$ cat src/design/hvn_pkg.sv
// Shared types, constants and helper functions for the height map vertex normal block.
package hvn_pkg;

    localparam int MAX_COLS_DEF = 128;
    localparam int MAX_ROWS_DEF = 128;

    localparam int CFG_W     = 8;
    localparam int CFG_RESET = 128;
    localparam int HW        = 16;
    localparam int VW        = 18;
    localparam int SQW       = 38;
    localparam int RADW      = 54;
    localparam int ROOTW     = 27;
    localparam int REMW      = 42;
    localparam int QW        = 16;
    localparam int NW        = 16;
    localparam int IN_W      = 32;
    localparam int OUT_W     = 48;
    localparam int STEP_W    = 5;

    localparam int FETCH_STEPS = 9;
    localparam int ROOT_STEPS  = 27;
    localparam int DIV_STEPS   = 16;
    localparam int NUM_TRI     = 6;

    typedef enum logic [0:0] {
        REG_COLS = 1'b0,
        REG_ROWS = 1'b1
    } reg_idx_t;

    typedef enum logic [3:0] {
        S_IDLE,
        S_CHECK,
        S_FETCH,
        S_LOAD,
        S_SQ,
        S_ROOT,
        S_DIV,
        S_ACC,
        S_DONE
    } state_t;

    typedef enum logic [3:0] {
        OP_NONE,
        OP_TAKE,
        OP_CLEAR,
        OP_FETCH,
        OP_LOAD,
        OP_SQ,
        OP_ROOT,
        OP_DIV,
        OP_ACC,
        OP_OUT
    } dp_op_t;

    typedef struct packed {
        dp_op_t            op;
        logic [STEP_W-1:0] step;
        logic [2:0]        tri_sel;
        logic [1:0]        comp;
    } cmd_t;

    typedef struct packed {
        logic in_query;
        logic oor;
        logic tri_ok;
    } stat_t;

    // Row offset (0: above, 1: centre, 2: below) of fetch slot s
    function automatic logic [1:0] fetch_dr(input logic [3:0] s);
        logic [1:0] r;
        begin
            case (s)
                4'd0, 4'd1, 4'd2: r = 2'd0;
                4'd3, 4'd4, 4'd5: r = 2'd1;
                default:          r = 2'd2;
            endcase
            return r;
        end
    endfunction

    // Column offset (0: west, 1: centre, 2: east) of fetch slot s
    function automatic logic [1:0] fetch_dc(input logic [3:0] s);
        logic [1:0] c;
        begin
            case (s)
                4'd0, 4'd3, 4'd6: c = 2'd0;
                4'd1, 4'd4, 4'd7: c = 2'd1;
                default:          c = 2'd2;
            endcase
            return c;
        end
    endfunction

endpackage

$ cat src/design/hvn_ctrl.sv
// Controller: sequences fetch, per-triangle normalisation, accumulation and result transfer.
module hvn_ctrl (
    input  logic           clk,
    input  logic           rst_n,
    input  logic           s_tvalid,
    output logic           s_tready,
    output logic           m_tvalid,
    input  logic           m_tready,
    input  hvn_pkg::stat_t stat,
    output hvn_pkg::cmd_t  cmd
);

    import hvn_pkg::*;

    state_t            state_reg, state_next;
    logic [STEP_W-1:0] step_reg, step_next;
    logic [2:0]        tri_reg, tri_next;
    logic [1:0]        comp_reg, comp_next;
    logic              mvalid_reg, mvalid_next;
    logic              out_free;
    dp_op_t            op;

    assign out_free = !mvalid_reg || m_tready;

    always_ff @(posedge clk or negedge rst_n)
    begin
        if (!rst_n)
        begin
            state_reg  <= S_IDLE;
            step_reg   <= '0;
            tri_reg    <= '0;
            comp_reg   <= '0;
            mvalid_reg <= 1'b0;
        end
        else
        begin
            state_reg  <= state_next;
            step_reg   <= step_next;
            tri_reg    <= tri_next;
            comp_reg   <= comp_next;
            mvalid_reg <= mvalid_next;
        end
    end

    always_comb
    begin
        state_next = state_reg;
        step_next  = step_reg;
        tri_next   = tri_reg;
        comp_next  = comp_reg;
        unique case (state_reg)
            S_IDLE:
            begin
                if (s_tvalid && stat.in_query)
                    state_next = S_CHECK;
            end
            S_CHECK:
            begin
                step_next  = '0;
                tri_next   = '0;
                comp_next  = '0;
                state_next = stat.oor ? S_DONE : S_FETCH;
            end
            S_FETCH:
            begin
                if (step_reg == STEP_W'(FETCH_STEPS))
                begin
                    step_next  = '0;
                    state_next = S_LOAD;
                end
                else
                    step_next = step_reg + STEP_W'(1);
            end
            S_LOAD:
            begin
                if (tri_reg == 3'(NUM_TRI) || stat.tri_ok)
                begin
                    comp_next  = '0;
                    state_next = S_SQ;
                end
                else
                    tri_next = tri_reg + 3'd1;
            end
            S_SQ:
            begin
                if (comp_reg == 2'd2)
                begin
                    comp_next  = '0;
                    step_next  = '0;
                    state_next = S_ROOT;
                end
                else
                    comp_next = comp_reg + 2'd1;
            end
            S_ROOT:
            begin
                if (step_reg == STEP_W'(ROOT_STEPS))
                begin
                    step_next  = '0;
                    state_next = S_DIV;
                end
                else
                    step_next = step_reg + STEP_W'(1);
            end
            S_DIV:
            begin
                if (step_reg == STEP_W'(DIV_STEPS))
                begin
                    step_next = '0;
                    if (comp_reg == 2'd2)
                    begin
                        comp_next  = '0;
                        state_next = (tri_reg == 3'(NUM_TRI)) ? S_DONE : S_ACC;
                    end
                    else
                        comp_next = comp_reg + 2'd1;
                end
                else
                    step_next = step_reg + STEP_W'(1);
            end
            S_ACC:
            begin
                tri_next   = tri_reg + 3'd1;
                state_next = S_LOAD;
            end
            S_DONE:
            begin
                if (out_free)
                    state_next = S_IDLE;
            end
            default:
                state_next = S_IDLE;
        endcase
    end

    always_comb
    begin
        s_tready    = 1'b0;
        op          = OP_NONE;
        mvalid_next = mvalid_reg && !m_tready;
        unique case (state_reg)
            S_IDLE:
            begin
                s_tready = 1'b1;
                if (s_tvalid)
                    op = OP_TAKE;
            end
            S_CHECK: op = OP_CLEAR;
            S_FETCH: op = OP_FETCH;
            S_LOAD:  op = OP_LOAD;
            S_SQ:    op = OP_SQ;
            S_ROOT:  op = OP_ROOT;
            S_DIV:   op = OP_DIV;
            S_ACC:   op = OP_ACC;
            S_DONE:
            begin
                if (out_free)
                begin
                    op          = OP_OUT;
                    mvalid_next = 1'b1;
                end
            end
            default: op = OP_NONE;
        endcase
    end

    assign m_tvalid    = mvalid_reg;
    assign cmd.op      = op;
    assign cmd.step    = step_reg;
    assign cmd.tri_sel = tri_reg;
    assign cmd.comp    = comp_reg;

endmodule

$ cat config.mk
export PLATFORM = sky130hd
export DESIGN_NAME = hvn_ctrl
export DESIGN_NICKNAME = d
export VERILOG_FILES = /design/src/design/hvn_pkg.sv /design/src/design/hvn_ctrl.sv
export SDC_FILE = /design/constraint.sdc
export NUM_CORES = 1
export LEC_CHECK = 0
export ABC_AREA = 0
export BUFFER_PORTS_ARGS = -buffer_cell sky130_fd_sc_hd__buf_2
export CAP_MARGIN = 10
export CORE_MARGIN = 3
export CORE_UTILIZATION = 30
export CTS_CLUSTER_DIAMETER = 120
export DETAILED_ROUTE_END_ITERATION = 8
export PLACE_DENSITY = 0.56
export SLEW_MARGIN = 20
export SYNTH_ARGS = -nofsm -noshare
export SYNTH_HDL_FRONTEND = slang
export SYNTH_SLANG_ARGS = --single-unit
$ cat constraint.sdc
create_clock -name clk -period 1.74 [get_ports clk]
set_input_delay 0.348 -clock clk [delete_from_list [all_inputs] [get_ports clk]]
set_output_delay 0.348 -clock clk [all_outputs]
set_load 0.02 [all_outputs]
After elaboration in Yosys (flattened, before gate mapping)
Cells that the tools add are included.
{ "word_totals": {"ff_bits": 15, "in_bits": 7, "out_inout_bits": 16, "wordCells": 72} }
{ "op_classes": {"add_sub_neg": 3, "n_eq_ne": 22, "muxes": 28, "n_reduce_logical": 14} }
{ "ops": {"columns": ["operator", "n"], "rows": [
  ["case mux 4 bit (9 select lines)", 2],
  ["2-to-1 mux 4 bit", 11],
  ["case mux 5 bit (5 select lines)", 1],
  ["2-to-1 mux 5 bit", 4],
  ["inequality test 2 bit (second input constant)", 9],
  ["equality test 4 x 3 -> 1 bit (second input constant)", 4],
  ["equality test 5 bit (second input constant)", 2],
  ["case mux 3 bit (3 select lines)", 1],
  ["equality test 4 x 2 -> 1 bit (second input constant)", 2],
  ["case mux 2 bit (4 select lines)", 1],
  ["AND reduction 8 bit", 1],
  ["2-to-1 mux 2 bit", 3],
  ["adder 5 x 1 -> 5 bit (second input constant)", 1],
  ["equality test 5 x 4 -> 1 bit (second input constant)", 1],
  ["nonzero test 5 bit", 1],
  ["equality test 4 x 1 -> 1 bit (second input constant)", 1],
  ["equality test 4 bit (second input constant)", 1],
  ["zero test 4 bit", 1],
  ["2-to-1 mux 1 bit", 4],
  ["AND reduction 2 bit", 2],
  ["nonzero test 4 bit", 1],
  ["adder 3 x 1 -> 3 bit (second input constant)", 1],
  ["equality test 3 bit (second input constant)", 1],
  ["2-to-1 mux 3 bit", 1],
  ["7 further kinds", 10]
]} }

Longest topological paths before layout
{ "logic_depth": {"ltp_word": 5, "mapped_depth": 7, "ltp_nobuf": 7} }

Least setup slack after synthesis
No wires, ideal clock.
{ "synth_path": {"kind": "register -> register", "startpoint": "register state_reg[0]", "endpoint": "register state_reg[1]", "setup_ns": 0.118, "arrival_time_ns": 1.931, "required_ns": 1.622, "setup_slack_ns": -0.310, "path_stages_with_launch": 7, "n_path_buf": 1, "period_less_slack_ns": 2.050, "path_cell_list": "dfrtp_1 buf_4 nor4_1 a32oi_1 nand4_4 a211oi_1 a21o_1"} }
{ "synth_via": {"elab_chain_len": 3, "elab_cells_between_ends": 19, "classes_between": "eq/ne (16); mux (1); reduce/logical (2)"} }
{ "synth_rtl": {"columns": ["element", "line_no", "rtl"], "rows": [
  ["from (decl)", "hvn_ctrl.sv:15", "state_t state_reg, state_next;"],
  ["from (signal assigned)", "hvn_ctrl.sv:37", "state_reg <= state_next;"],
  ["equality test 4 x 3 -> 1 bit (tied with other cells)", "hvn_ctrl.sv:51", "unique case (state_reg)"],
  ["inequality test 2 bit (no source line)", null, null],
  ["AND reduction 8 bit (no source line)", null, null]
]} }
Several ways; a longest one is shown, not always the timed one.
A chain may end at the register's enable or synchronous reset.

==> flow_summary.yaml <==
synth:
  synthesis.nets: 130
  ys_top_cells_by_area: "dfrtp_1 (35%), ha_1 (5.8%), nand2_1 (3.8%)"
  mappedNetlistArea_sq_mm: 0.00108
  synthesized_area_divided_by_synthesized_cell_count_sq_um: 9.16
  synth_cells: 118
  yosysWarnings: 0
  synth-edff-count: 0
  synth.most_common_cell: "dfrtp_1"
  sequential_area_share_after_synthesis_pct: 34.7
  yosys_register_bits: 15
  ys.flop_type: "dfrtp_1"
  postSynth.asyncResetShare_pct: 100
  synth_top_cell_area_share_pct: 34.7
  synth_cell_types: 43
  synth.largest_area_cell: "dfrtp_1"
  ys_top_cells_by_count: "dfrtp_1 (15), nand2_1 (11), nor2_1 (10)"
setup_path:
  crit_path_max_fanout: 3
  worstPathBufferInverterCount: 3
  setup.worst_path.class: "reg -> out"
  cp_data_arrival_time_ns: 1.61
  worstSetupStartpointType: "register"
  worstPathRequired_ns: 1.39
  worst_path_dominant_cell_family: "flip-flops"
  worst_path_max_delay_cell: "dfrtp_2"
  critPathMostFrequentCell: "buf_6"
  crit_path_cell_trace: "buf_6, nor4b_4, inv_1, o2bb2ai_2, buf_6"
  cpPeakStageDelay_ns: 0.46
  worstSetupEndpointType: "output pin"
finish:
  multi_input_comb_area_sq_um: 759
  post_route_cells_drive_above_1_share_pct: 52.2
  largest_register_ff_count: 5
  stdcell_count: 224
  final_std_cell_area_no_fill_sq_mm: 0.00174
  seqCellArea_sq_um: 383
  flow.area_growth_from_synthesis_pct: 61.3
  finalNetCount: 191
  n_fill_cell: 324
  antenna_cells: 0
global_routing:
  grt_start_max_net_pins: 16
  number_of_global_route_vias_before_repair: 1066
  grt_pass1_wl_um: 4890
  grt_usage_pct: 14.7
  grt_most_used_layer: "met2"
  grt.overflow.total: 0
  groute.layer.met2.usage_pct: 25.0
  global_route.usage.met3_pct: 3.74
  grt_antenna_before_repair: 0
  globalRouteMet1Util_pct: 17.0
routing:
  via_per_inst: 5.19
  detailedRoute.firstPassIterationCount: 4
  vias: 1163
  wirelength_um: 3340
  drc_violation_total_after_the_first_tritonroute_iteration: 37
  antenna_violating_nets_post_route: 0
  final_routed_wire_length_divided_by_cell_count_um: 14.9
  post-route-drc-count: 0
die:
  floorplan.rows: 21
  total_die_area_sq_mm: 0.00436
  floorplan.initialDensity_pct: 31.6
  dieHeight_um: 66.0
  die_w_um: 66.0
  io_pins: 23
  placeableCoreArea_sq_mm: 0.00342
sta:
  setup_violations: 11
  fin_crit_sh_pct: 112
  max_freq_ghz: 0.511
  finalWorstPathRequiredPeriod_ns: 1.96
  unrepaired_setup_endpoints_after_global_routing: "yes"
  max_slew_margin_pct: 72.2
  tns_ns: -0.868
  final-max-slew-violation-count: 0
  finClkSkew_ns: 0.0127
  worst_slew_pin_slew_ns: 0.416
  final.setup.worst_slack_ns: -0.216
  finalHoldViolCount: 0
clocking:
  cts.root.buffer_cell: "clkbuf_4"
  clock_insertion_delay_worst_skew_ns: 0.31
  cts_tree: "done"
  clockBufferDepth: 2
  numClockSinks: 15
  cts_made_buffers: 3
  cts-htree-levels: 1
  clk_pin_slew_worst_paths_ns: 0.11
outcome:
  failing_checks: "negative setup slack"
  status: "finished with violations"
power:
  power.sequential.fraction_pct: 58.9
  p_sw_share_pct: 25.4
  clockPowerShare_pct: 37.8
  ir_drop_mv: 0.222
  power-per-cell-area_mw_per_mm2: 339
  p_sw_mw: 0.150
  power.combinational.fraction_pct: 3.3
  power.leakage_nw: 0.792
  design_power_total_mw: 0.591
  internal-power_mw: 0.441
placed_design:
  io_buffers: 22
  placer_congestion: 0.842
  place_area_sq_mm: 0.00137
  placed_cells: 199
  dp_hpwl_um: 2140
worst_hold_path:
  holdCritPathClass: "in -> reg"
flow_run:
  maxCapViolCount: 0
metal layers:
metal  share of wire, %  up-vias
met2                 49       33
li1                   -      557
met1                 44      565
met3                4.2        8
met4                2.8        0
met5                  0        -
power groups by stage:
stage / logic (mW) / clock network, mW / registers, mW
after detailed placement: 0.0172 / 0 / 0.355
after global routing: 0.0213 / 0.243 / 0.348
after floorplan: 0.00162 / 0 / 0.355
after global placement: 0.0168 / 0 / 0.355
final: 0.0194 / 0.224 / 0.348
after CTS: 0.0189 / 0.233 / 0.348
layout by cell type (no fill, tap or decap), types with 3 or more instances in the layout:
master and n:
o21ai_0 6, buf_2 17, nand3_1 4, nor2_1 9
a21o_1 3, o211ai_1 3, a21oi_1 4, clkbuf_4 3
dfrtp_1 9, dfrtp_2 6, inv_1 5, a22o_1 3
nand2_1 9, buf_4 27, ha_1 4, buf_6 13
stage by stage:
stage | util (%) | setup slack, ns | hold WS [ns]
2_1_floorplan | - | 0.0108 | 0.0524
5_1_grt | 51.1 | -0.263 | 0.405
4_1_cts | 46.0 | -0.130 | 0.366
6_report | 51.1 | -0.216 | 0.380
3_5_place_dp | 40.2 | -0.0306 | 0.283
3_3_place_gp | 40.2 | -0.0448 | 0.281
worst reg2reg max path, stage by stage, from the launching register on:
cell	delay, ns
dfrtp_2	0.48
buf_4	0.16
nor4b_4	0.13
buf_4	0.15
a22oi_1	0.28
nand4_4	0.17
a211o_1	0.26
mux2i_1	0.11
worst paths after layout:
kind / start / to / slack [ns] / depth (start not counted)
min in group asynchronous: rst_n / m_tvalid$_DFF_PN0_ / 0.47 / 2
min: m_tready / state_reg[3]$_DFFE_PN0P_ / 0.38 / 4
max: state_reg[2]$_DFFE_PN0P_ / cmd[13] / -0.22 / 5
min reg2reg: comp_reg[1]$_DFFE_PN0P_ / comp_reg[1]$_DFFE_PN0P_ / 0.55 / 2
max reg2reg: state_reg[3]$_DFFE_PN0P_ / state_reg[0]$_DFFE_PN0P_ / -0.08 / 7
max in group asynchronous: rst_n / step_reg[1]$_DFFE_PN0P_ / 0.96 / 2
what timing repair did:
item,in CTS,in global routing
pin swaps,4,10
buffers inserted,13,8
resized for setup,20,26
endpoints found under the hold margin,15,0
hold buffers,1,0
endpoints found under the setup margin,11,15
layout make-up:
class	count	share of cell area [%]
repair buffers	60	27.8
multi-input cells	91	43.5
well taps	46	3.30
flip-flops and latches	15	22.0
clock buffers	3	1.29
inverters	8	1.87
clock inverters	1	0.287
kinds of logic (layout without fill, tap and decap cells):
logic type	count (synthesis)	count (layout)	share of synthesized area [%]
AND/OR/NAND/NOR	45	45	25.3
AO/OA/AOI/OAI	36	36	24.7
flip-flops	15	15	34.7
buffers and inverters	12	72	5.21
adder cells (fa/ha/maj)	5	5	5.79
XOR/XNOR	3	3	2.43
multiplexers	2	2	1.85
Note: power is estimated with default switching activity, not from simulation.
